===== config.mk =====
export PLATFORM = sky130hd
export DESIGN_NAME = drrip_ctrl
export DESIGN_NICKNAME = d
export VERILOG_FILES = /design/src/design/drrip_pkg.sv /design/src/design/drrip_ctrl.sv
export SDC_FILE = /design/constraint.sdc
export NUM_CORES = 1
export LEC_CHECK = 0
export ABC_AREA = 1
export BUFFER_PORTS_ARGS = -buffer_cell sky130_fd_sc_hd__buf_2
export CAP_MARGIN = 20
export CORE_MARGIN = 1.5
export CORE_UTILIZATION = 47
export CTS_BUF_LIST = sky130_fd_sc_hd__clkbuf_8
export DETAILED_ROUTE_END_ITERATION = 8
export PLACE_DENSITY = 0.75
export SLEW_MARGIN = 40
export SYNTH_ARGS = -nofsm -noshare
export SYNTH_HDL_FRONTEND = slang
export SYNTH_SLANG_ARGS = --single-unit

===== constraint.sdc =====
create_clock -name aclk -period 1.5 [get_ports aclk]
set_input_delay 0.225 -clock aclk [delete_from_list [all_inputs] [get_ports aclk]]
set_output_delay 0.225 -clock aclk [all_outputs]
set_load 0.03 [all_outputs]

===== src/design/drrip_pkg.sv =====
// Shared constants, types and a helper function for the DRRIP replacement core.
`timescale 1ns / 1ps
`default_nettype none
package drrip_pkg;

    // Cache geometry
    localparam int NUM_SETS    = 2048;
    localparam int NUM_WAYS    = 16;
    localparam int LEADER_SETS = 32;

    // Field widths
    localparam int SET_IN_W = 11;
    localparam int WAY_IN_W = 4;
    localparam int TYPE_W   = 2;
    localparam int DRAW_W   = 5;
    localparam int VICTIM_W = 4;
    localparam int SEL_W    = 10;

    localparam int SET_W     = $clog2(NUM_SETS);
    localparam int ROW_W     = 4 * NUM_WAYS;
    localparam int DC_LO     = 2 * NUM_WAYS;

    // Stream packing
    localparam int S_TDATA_W = 24;
    localparam int M_TDATA_W = 8;
    localparam int S_SET_LO  = 0;
    localparam int S_WAY_LO  = S_SET_LO + SET_IN_W;
    localparam int S_HIT_LO  = S_WAY_LO + WAY_IN_W;
    localparam int S_TYPE_LO = S_HIT_LO + 1;
    localparam int S_DRAW_LO = S_TYPE_LO + TYPE_W;

    // Selector and line values
    localparam logic [SEL_W-1:0] SEL_MAX = 10'd1023;
    localparam logic [SEL_W-1:0] SEL_MID = 10'd512;
    localparam logic [SEL_W-1:0] SEL_MIN = 10'd0;
    localparam logic [1:0] RR_NEAR    = 2'd0;
    localparam logic [1:0] RR_LONG    = 2'd2;
    localparam logic [1:0] RR_DISTANT = 2'd3;
    localparam logic [1:0] DEAD_MAX   = 2'd3;
    localparam logic [1:0] DEAD_LIVE  = 2'd0;

    // Codes
    localparam logic OP_QUERY  = 1'b0;
    localparam logic OP_UPDATE = 1'b1;
    localparam logic [TYPE_W-1:0] ACC_LOAD = 2'd0;

    // First BRRIP leader set (may be negative for tiny caches)
    localparam int BRRIP_START = NUM_SETS - LEADER_SETS;

    // Number of compare-subtract steps needed to fold an input set into range
    localparam int MOD_STEPS = (SET_IN_W >= SET_W) ? (SET_IN_W - SET_W + 1) : 0;

    // Row after reset: re-reference distant, dead counters live
    localparam logic [ROW_W-1:0] ROW_RESET = {{DC_LO{1'b0}}, {NUM_WAYS{RR_DISTANT}}};

    typedef struct packed {
        logic             accept;
        logic             exec;
        logic             clear_we;
        logic [SET_W-1:0] clear_addr;
    } drrip_cmd_t;

    // Restoring reduction of the raw set field modulo NUM_SETS
    function automatic logic [SET_W-1:0] reduce_set(input logic [SET_IN_W-1:0] raw);
        logic [31:0] r;
        r = {{(32 - SET_IN_W){1'b0}}, raw};
        for (int k = MOD_STEPS - 1; k >= 0; k--) begin
            if (r >= (32'(NUM_SETS) << k)) begin
                r = r - (32'(NUM_SETS) << k);
            end
        end
        return r[SET_W-1:0];
    endfunction

endpackage
`default_nettype wire


===== src/design/drrip_ctrl.sv =====
// Controller: clearing pass, input acceptance, execute sequencing, output valid.
`timescale 1ns / 1ps
`default_nettype none
module drrip_ctrl (
    input  wire logic          aclk,
    input  wire logic          aresetn,
    input  wire logic          s_tvalid,
    output logic               s_tready,
    output logic               m_tvalid,
    input  wire logic          m_tready,
    output drrip_pkg::drrip_cmd_t cmd
);

    localparam logic [1:0] ST_CLEAR = 2'd0;
    localparam logic [1:0] ST_IDLE  = 2'd1;
    localparam logic [1:0] ST_EXEC  = 2'd2;

    localparam logic [drrip_pkg::SET_W-1:0] CLR_LAST = drrip_pkg::SET_W'(drrip_pkg::NUM_SETS - 1);

    logic [1:0]                  state_reg, state_next;
    logic [drrip_pkg::SET_W-1:0] clr_cnt_reg, clr_cnt_next;
    logic                        out_valid_reg, out_valid_next;
    logic                        accept, exec_go;

    assign s_tready = (state_reg == ST_IDLE);
    assign accept   = s_tvalid && s_tready;
    // Result slot must be free (or draining this cycle) before the row is written back
    assign exec_go  = (state_reg == ST_EXEC) && (!out_valid_reg || m_tready);
    assign m_tvalid = out_valid_reg;

    assign cmd.accept     = accept;
    assign cmd.exec       = exec_go;
    assign cmd.clear_we   = (state_reg == ST_CLEAR);
    assign cmd.clear_addr = clr_cnt_reg;

    always_comb begin
        state_next   = state_reg;
        clr_cnt_next = clr_cnt_reg;
        unique case (state_reg)
            ST_CLEAR: begin
                clr_cnt_next = clr_cnt_reg + 1'b1;
                if (clr_cnt_reg == CLR_LAST) begin
                    state_next = ST_IDLE;
                end
            end
            ST_IDLE: begin
                if (accept) begin
                    state_next = ST_EXEC;
                end
            end
            ST_EXEC: begin
                if (exec_go) begin
                    state_next = ST_IDLE;
                end
            end
            default: begin
                state_next = ST_CLEAR;
            end
        endcase
    end

    always_comb begin
        out_valid_next = out_valid_reg;
        if (exec_go) begin
            out_valid_next = 1'b1;
        end else if (m_tready) begin
            out_valid_next = 1'b0;
        end
    end

    always_ff @(posedge aclk) begin
        if (!aresetn) begin
            state_reg     <= ST_CLEAR;
            clr_cnt_reg   <= '0;
            out_valid_reg <= 1'b0;
        end else begin
            state_reg     <= state_next;
            clr_cnt_reg   <= clr_cnt_next;
            out_valid_reg <= out_valid_next;
        end
    end

endmodule
`default_nettype wire


==> results by stage, run 1 <==
Route:
- In this run the remaining antenna-violating nets after routing total 0.
- The first routing iteration left 9 violations.
- After detailed routing, the average wire length per cell comes to ~11 µm.
- The via count is 653.
- Dividing the detail-routed via count by the number of cells gives ~5.
- The final wirelength is roughly 1.4 mm.
- After detailed routing, the number of remaining DRC violations is 0.
- The first-pass iteration count of the detailed router is 4.

Synth:
- The sequential-to-total area share from yosys stat is between 30 and 40%.
- A synthesized cell averages 7.40 µm².
- The cell area after technology mapping is approximately 700 µm².
- The number of warnings issued by yosys is 0.
- The netlist uses 21 different library cells.
- The net count of the mapped netlist is 100.
- In this run, synthesis produced a sequential element count of 14.
- Synthesis handed over a netlist of between 90 and 100 instances.

Die:
- Measured along the y axis, the die boundary spans 41.7 µm.
- The die is ~42 µm wide.
- The die area is roughly 0.0017 mm².
- The I/O pin total is 20.
- The total area inside the core boundary comes to between 0.001 and 0.0015 mm².
- The initial utilization of the core area, before any placement, comes to 52.1%.
- The row count is 13.

Power and ir drop:
- Sequential cells burn 47.9% of the power.
- The total power consumption of the routed design is 811 µW.
- In this run the power density over the cells is 956 mW/mm².
- The combinational group share of total power is just over 7%.
- The highest ir drop seen on vdd is slightly below 0.5 mV.
- The internal portion of the total power is between 600 and 700 µW.
- Of the total power, the share spent switching nets is about 22%.
- For this design the static power due to leakage is approximately 0.44 nW.
- The power spent charging and discharging nets is 181 µW.
- The share of total power dissipated in the clock network is approximately 45%.

Layout:
- The number of inserted filler cells in the final layout is 140.
- The final cell count without fillers is between 100 and 150.
- The final core area utilization is between 60% and 70%.
- The area added between synthesis and finish is 20.6%.
- The register with the most flip-flops in the layout has 11 of them.
- 0 antenna diodes ended up in the layout.
- The post-route cell area is around 850 µm².
- The number of nets in the layout is roughly 120.
- The proportion of layout cells with a drive suffix above 1 is between 20% and 30%.

Setup path:
- Among cell families on the critical path, the largest total delay comes from flip-flops.
- On the critical path, the stage with the largest delay is an instance of dfxtp_1.
- The element type at the critical path end is an output pin.
- Of all nets on the critical path, the largest fanout is 4.
- For this run, the slowest stage of the critical path takes approximately 0.4 ns.
- The path type of the worst setup path is flop to output pin.
- Measured in cells, the most critical reg-to-reg path has a length of 6.
- STA puts the critical path data arrival time at approximately 1.1 ns.
- For the worst setup path, the data required time is 1.27 ns.
- In this run the number of cells on the critical path is 3.
- The signal on the critical path passes through inv_1, nor3_1, buf_2.
- The worst setup path is launched from a flop.
- The sum of buffers and inverters on the critical path is 2.

GRT:
- The initial antenna violation count is 0.
- The global-route wire length before repair is 2.50 mm.
- The via count of the first global-routing pass is around 580.
- Entering global routing, the biggest net connects 12 pins.
- The total routing usage reported by global routing is between 10% and 20%.
- Summed over all layers, the global routing overflow is 0.

STA:
- The clock period could shrink to about 1.4 ns.
- On the final layout, the worst hold slack is 0.267 ns.
- The final setup violation count is 0.
- The relative max-transition margin is 81.7%.
- The post-route clock period utilization is about nine tenths.
- The highest attainable clock frequency is ~730 MHz.
- Setup repair after global routing left no endpoint under its margin.
- For the pin with the worst max-slew slack, the measured transition is 0.274 ns.
- The setup skew after layout is ~0.0045 ns.
- The max-slew violation total from the final report is 0.
- The count of final hold-check violations was 0.
- The worst path meets setup with between 0.1 and 0.15 ns of slack.
- After routing, the total negative slack on setup checks comes to 0 ns.

Clock tree:
- The clock latency at the later pin of the worst-skew pair is around 0.24 ns.
- The root buffer cell chosen for the clock tree is clkbuf_8.
- Buffers inserted during clock tree synthesis total 3.
- The count of clock tree sinks is 14.
- The post-CTS setup buffer count is 0.
- The clock edge transition at the registers on the reported setup and hold paths is ~0.060 ns.
- The CTS tree is done.
- The number of levels in the clock H-tree is 1.
- The maximum count of clock buffers along a single path is 2.

Placement:
- During placement, the flow inserted port buffers numbering 19.
- At the end of routability-driven placement, the weighted congestion stood at between 0.7 and 0.8.
- Detailed placement ended at an HPWL of between 1 and 1.5 mm.
- The cell area reported after detailed placement is approximately 790 µm².
- Timing analysis after detailed placement gives a worst setup slack of 0.139 ns.
- The number of cells after detailed placement is 126.

Min path:
- The worst hold path passes through 3 cells.
- The path type of the worst min-delay path is input port to flop.

Status:
- The flow ran to the end, and the final reports show no timing, DRC or antenna violations.

Run:
- The max capacitance violation total is 0.
==> cell families after synthesis <==
| family | count (synthesis) | synth area share, % |
|---|---|---|
| AO/OA/AOI/OAI | 11 | 8.54 |
| flip-flops | 14 | 39.9 |
| adder cells (fa/ha/maj) | 1 | 1.78 |
| buffers and inverters | 13 | 9.43 |
| AND/OR/NAND/NOR | 55 | 39.1 |
| XOR/XNOR | 1 | 1.25 |
==> power groups by stage <==
| stage | Sequential [mW] | Combinational [mW] | Clock (mW) |
|---|---|---|---|
| after global placement | 0.396 | 0.0568 | 0 |
| final | 0.388 | 0.0575 | 0.365 |
| after CTS | 0.388 | 0.0580 | 0.371 |
| after detailed placement | 0.397 | 0.0572 | 0 |
| after floorplan | 0.410 | 0.0292 | 0 |
| after global routing | 0.389 | 0.0628 | 0.391 |
==> tightest hold or removal path, delay by kind of cell <==
family | cells | cell delay (ns)
buf+inv | 1 | 0.10
compound gates | 1 | 0.06
simple gates | 1 | 0.08
==> placed cells by master, fill, tap and decap left out, types with 2 or more instances in the layout <==
cell type	Yosys	layout
a21oi_1	7	7
buf_2	0	19
clkbuf_8	1	4
dfxtp_1	14	14
inv_1	10	10
nand2_1	21	21
nand3_1	7	7
nor2_1	15	15
nor3_1	4	3
o21a_1	2	2
o21ai_0	2	2
==> synth_stat cells, drive strengths merged <==
cell | n | area share (%)
xor2 | 1 | 1.2
nand3b | 1 | 1.1
inv | 10 | 5.3
nand3 | 8 | 6.4
o21ai | 2 | 1.4
ha | 1 | 1.8
dfxtp | 14 | 40
nand4 | 2 | 2.7
buf | 2 | 2.1
a21oi | 7 | 5.0
nand2 | 22 | 13
clkbuf | 1 | 2.0
nor3 | 4 | 2.8
nor2 | 18 | 13
o21a | 2 | 2.1
==> what timing repair did <==
item | CTS | global route
setup endpoints to repair | 0 | 1
hold buffers | 0 | 0
resized for setup | 0 | 1
==> path summary, 6_finish.rpt <==
check / to / slack (ns) / startpoint
max: cmd[12] / 0.13 / state_reg[1]
min: state_reg[1] / 0.27 / s_tvalid
max reg2reg: clr_cnt_reg[10] / 0.20 / clr_cnt_reg[0]
min reg2reg: state_reg[0] / 0.52 / clr_cnt_reg[10]
==> routing by layer <==
layer	share of wire (%)	vias up	track usage, %
li1	-	341	-
met1	45	297	23.6
met2	51	13	30.3
met3	3.1	2	2.61
met4	0.79	0	7.74
met5	0	-	0
==> area by class of cell <==
cell class	instances	area, µm²	area share (%)
multi-input cells	68	362	42.6
flip-flops and latches	14	280	33.0
repair buffers	19	95.1	11.2
clock buffers	4	55.1	6.49
inverters	10	37.5	4.42
well taps	15	18.8	2.21
No activity file was read; power rests on OpenSTA's default activity.
==> inputs of run 2 (changes only) <==
Settings changed: ABC_AREA 1 to 0, CORE_UTILIZATION 47 to 51, PLACE_DENSITY 0.75 to 0.79.
==> run 2 against run 1 <==
Compared with the run above: area after synthesis is 3.4% lower; sequential share of layout area decreased by 0.24 points; critical endpoint is now cmd[11]; combinational power is 16% lower; largest power group unchanged; clock power hardly changed; worst setup slack got worse by 0.094 ns; cell area is 1.6% higher; critical path type unchanged; via count is the same.
==> results by stage, run 2 <==
Clock tree:
- The clock latency at the later pin of the worst-skew pair was 0.24 ns (about the same).
- The library cell used as clock root buffer is clkbuf_8.
- The maximum count of clock buffers along a single path is 2 (unchanged).
- The number of levels in the clock H-tree is 1 (unchanged).
- TritonCTS built the clock tree.
- The TritonCTS buffer count was 3 (unchanged).
- The number of buffers added to fix hold violations after cts is 0 (unchanged).
- The count of clock tree sinks is 14 (unchanged).
- The clock edge transition at the registers on the reported setup and hold paths is 0.06 ns (about the same).

STA:
- The time the final worst path needs with I/O delays and setup is 1.46 ns (+0.0941 ns).
- The setup skew after layout is 0.00104 ns (-0.00348 ns).
- The pin slew with the least headroom to its limit is 0.332 ns (+0.0582 ns).
- The final setup slack of the worst path is 0.0387 ns (-0.0941 ns).
- The max-slew violation total from the final report was 0 (unchanged).
- The highest attainable clock frequency came to 684 MHz (-6.4%).
- The count of final hold-check violations was 0 (unchanged).
- The relative max-transition margin is 77.7% (-4.0 points).
- The final setup violation count is 0 (unchanged).
- The post-route clock period utilization came to 97.4% (+6.3 points).

GRT:
- The pin count of the biggest net entering global routing is 14 (+2).
- The total routing usage reported by global routing is 20.9% (+2.5 points).
- The global-route wire length before repair is 2.19 mm (-13%).
- The remaining global-route overflow is 0 (unchanged).
- The initial antenna violation count is 0 (unchanged).
- The via count of the first global-routing pass is 559 (-4.0%).

Layout:
- The library cells used most frequently in the layout, excluding fill and tap cells, are buf_2, dfxtp_1, a21oi_1, nand2_1, nor2_1.
- The library cell used most frequently in the layout, excluding fill and tap cells, is buf_2.
- The area of the multi-input gates is 350 µm² (-3.1%).
- The number of flip-flops in the largest register is 11 (unchanged).
- The area occupied by registers is 283 µm² (+0.89%).
- The proportion of layout cells with a drive suffix above 1 is 32.4% (+6.3 points).
- The post-route cell area was 862 µm² (+1.6%).
- The number of antenna cells inserted is 0 (unchanged).
- The number of inserted filler cells in the final layout is 89 (-36%).
- The number of nets in the layout is 108 (-11%).
- The area growth from synthesis to layout is 26.9%.

Run:
- The max capacitance violation total is 0 (unchanged).

Placement:
- The cell area reported after detailed placement is 779 µm² (-1.1%).
- The final estimated routing congestion in global placement is 0.789 (+6.3%).
- The HPWL after detailed placement is 940 µm (-13%).
- The number of port buffers came to 19 (unchanged).
- The post-placement worst setup slack is 0.0678 ns (-0.0712 ns).

Synth:
- In the synthesized netlist the dominant register cell turns out to be dfxtp_1.
- The sequential-to-total area share from yosys stat came to 41.3% (+1.4 points).
- The number of synthesized register bits is 14 (unchanged).
- dfxtp_1 is the most common cell in the netlist.
- The number of synthesized flops with an enable pin came to 0 (unchanged).
- The cell area after technology mapping is 679 µm² (-3.4%).
- Yosys attributes the largest share of cell area to dfxtp_1, a21oi_1, o31ai_1.
- The net count of the mapped netlist is 84 (-16%).
- The synthesized area divided by synthesized cell count is 8.60 µm² (+16%).
- The top-area cell type share of the netlist area is 41.3% (+1.4 points).
- The cell count after synthesis came to 79 (-17%).
- The number of distinct standard cells referenced by the synthesized netlist came to 29 (+38%).
- Counting instances in the post-synthesis netlist gives the leading cell types as dfxtp_1, a21oi_1, nand2_1, nor2_1.
- The number of warnings issued by yosys is 0 (unchanged).
- The largest total area in the synthesized netlist belongs to dfxtp_1.
- The post-synthesis async set-or-reset flop share is 0% (unchanged).

Power and ir drop:
- The total power density per cell area is 928 mW/mm² (-2.9%).
- The highest ir drop seen on vdd is 0.627 mV (+29%).
- The internal portion of total power was 629 µW (-0.16%).
- The leakage power of the design is 0.349 nW (-21%).
- The register share of total power was 48.7% (+0.8 points).
- The power spent charging and discharging nets came to 171 µW (-5.5%).
- The combinational group share of total power is 6.1% (-1.0 points).
- The proportion of total power due to net switching is 21.4% (-0.95 points).
- The clock network fraction of total power is 45.2% (+0.2 points).

Route:
- The final wirelength is 1.43 mm (+2.7%).
- The via count is 653 (unchanged).
- The routed length per placed instance is 12.3 µm (+15%).
- The first-pass iteration count of the detailed router is 4 (unchanged).
- The number of nets with antenna violations after detailed routing is 0 (unchanged).
- The violation count after the first detailed-routing iteration came to 13 (+4).
- The via density per instance was 5.63 (+12%).
- The total DRC errors in the routed layout is 0 (unchanged).

Die:
- The initial core utilization came to 58.0% (+5.9 points).
- The row count is 12 (-1).
- The die area is 0.00156 mm² (-10%).
- The chip width is 39.5 µm (-5.2%).
- The core area was 0.00117 mm² (-13%).
- The I/O pin total is 20 (unchanged).
- The die height came to 39.5 µm (-5.2%).

Setup path:
- The source of the worst register-to-register timing path is clr_cnt_reg[0].
- The peak fanout along the critical path is 13 (+9).
- The kind of start point of the critical path is a flop.
- The critical path arrival is 1.24 ns (+0.10 ns).
- The critical path's largest stage delay came to 0.31 ns (-0.10 ns).
- The worst flop-to-flop path endpoint is clr_cnt_reg[8].
- The data required time at the worst endpoint is 1.27 ns (about the same).
- The signal on the critical path passes through or2_4, buf_4, inv_2, buf_6.
- The element type at the critical path end is an output pin.
- The internal reg-to-reg setup slack is 0.10 ns (-0.10 ns).
- The depth of the worst register-to-register path is 4 (-2).
- The standard cell with the maximum stage delay on the critical path is dfxtp_1.
- The path type of the worst setup path is flop to output pin.

Min path:
- In this run the most critical hold path is launched from aresetn.
- For hold timing, the worst endpoint is state_reg[1].
- The number of stages on the worst hold path is 2 (-1).
- The tightest min-delay check is of the input port to flop type.

Status:
- The flow ran to the end, and the final reports show no timing, DRC or antenna violations.
-- run 2: how the worst max path moves through the flow --
| stage | startpoint | to | slack [ns] | cells past startpoint |
|---|---|---|---|---|
| after global placement | state_reg[1] | clr_cnt_reg[8] | 0.10 | 3 |
| after global routing | clr_cnt_reg[0] | clr_cnt_reg[8] | -0.01 | 4 |
| after floorplan | clr_cnt_reg[4] | clr_cnt_reg[8] | 0.02 | 3 |
| after detailed placement | state_reg[1] | clr_cnt_reg[8] | 0.07 | 3 |
| after CTS | state_reg[1] | cmd[11] | 0.03 | 4 |
| final | state_reg[1] | cmd[11] | 0.04 | 4 |
-- run 2: cells by family (layout without fill, tap and decap cells) --
kind of cell,count (synthesis),after routing,share of synthesized area (%)
AO/OA/AOI/OAI,17,17,15.3
adder cells (fa/ha/maj),1,1,1.84
XOR/XNOR,2,2,2.58
buffers and inverters,9,32,8.29
AND/OR/NAND/NOR,34,34,27.8
multiplexers,2,2,2.95
flip-flops,14,14,41.3
-- run 2: through the flow --
| step | utilization [%] | std cells | hold slack [ns] | TNS [ns] | power (mW) |
|---|---|---|---|---|---|
| CTS | 71.7 | 115 | 0.288 | 0 | 0.802 |
| global placement | 66.6 | 111 | 0.455 | 0 | 0.443 |
| global route | 73.6 | 116 | 0.303 | -0.0108 | 0.828 |
| floorplan | - | 79 | 0.343 | 0 | 0.427 |
| detailed placement | 66.6 | 111 | 0.465 | 0 | 0.444 |
| finish | 73.6 | 116 | 0.291 | 0 | 0.800 |
-- run 2: power by group through the flow --
stage          combinational (mW)  clock, mW  sequential (mW)
2_1_floorplan              0.0172          0            0.410
3_3_place_gp               0.0469          0            0.396
3_5_place_dp               0.0476          0            0.396
4_1_cts                    0.0482      0.365            0.389
5_1_grt                    0.0528      0.384            0.391
6_report                   0.0485      0.362            0.390
-- run 2: critical path: cells and delay by family, from the launching register on --
kind / cells / cell delay (ns)
and+or+nand+nor: 1 / 0.30
buffers and inverters: 3 / 0.38
DFF: 1 / 0.31
-- run 2: area by class of cell --
cell class | instances | share of cell area, %
multi-input cells | 56 | 40.6
flip-flops and latches | 14 | 32.8
repair buffers | 23 | 16.0
clock buffers | 4 | 6.39
inverters | 5 | 2.18
well taps | 14 | 2.03
-- run 2: metal layers --
layer  vias up  global-route usage, %  part of all wire (%)
li1        328                      -                     -
met3         5                   5.11                   3.9
met4         0                   11.2                   1.1
met5         -                      0                     0
met1       303                   25.7                    47
met2        17                   32.8                    48
-- run 2: what timing repair did --
action	4_1_cts	5_1_grt
endpoints found under the setup margin	1	4
resized for setup	2	5
endpoints found under the hold margin	0	0
setup buffers	0	1
pin swaps	0	1
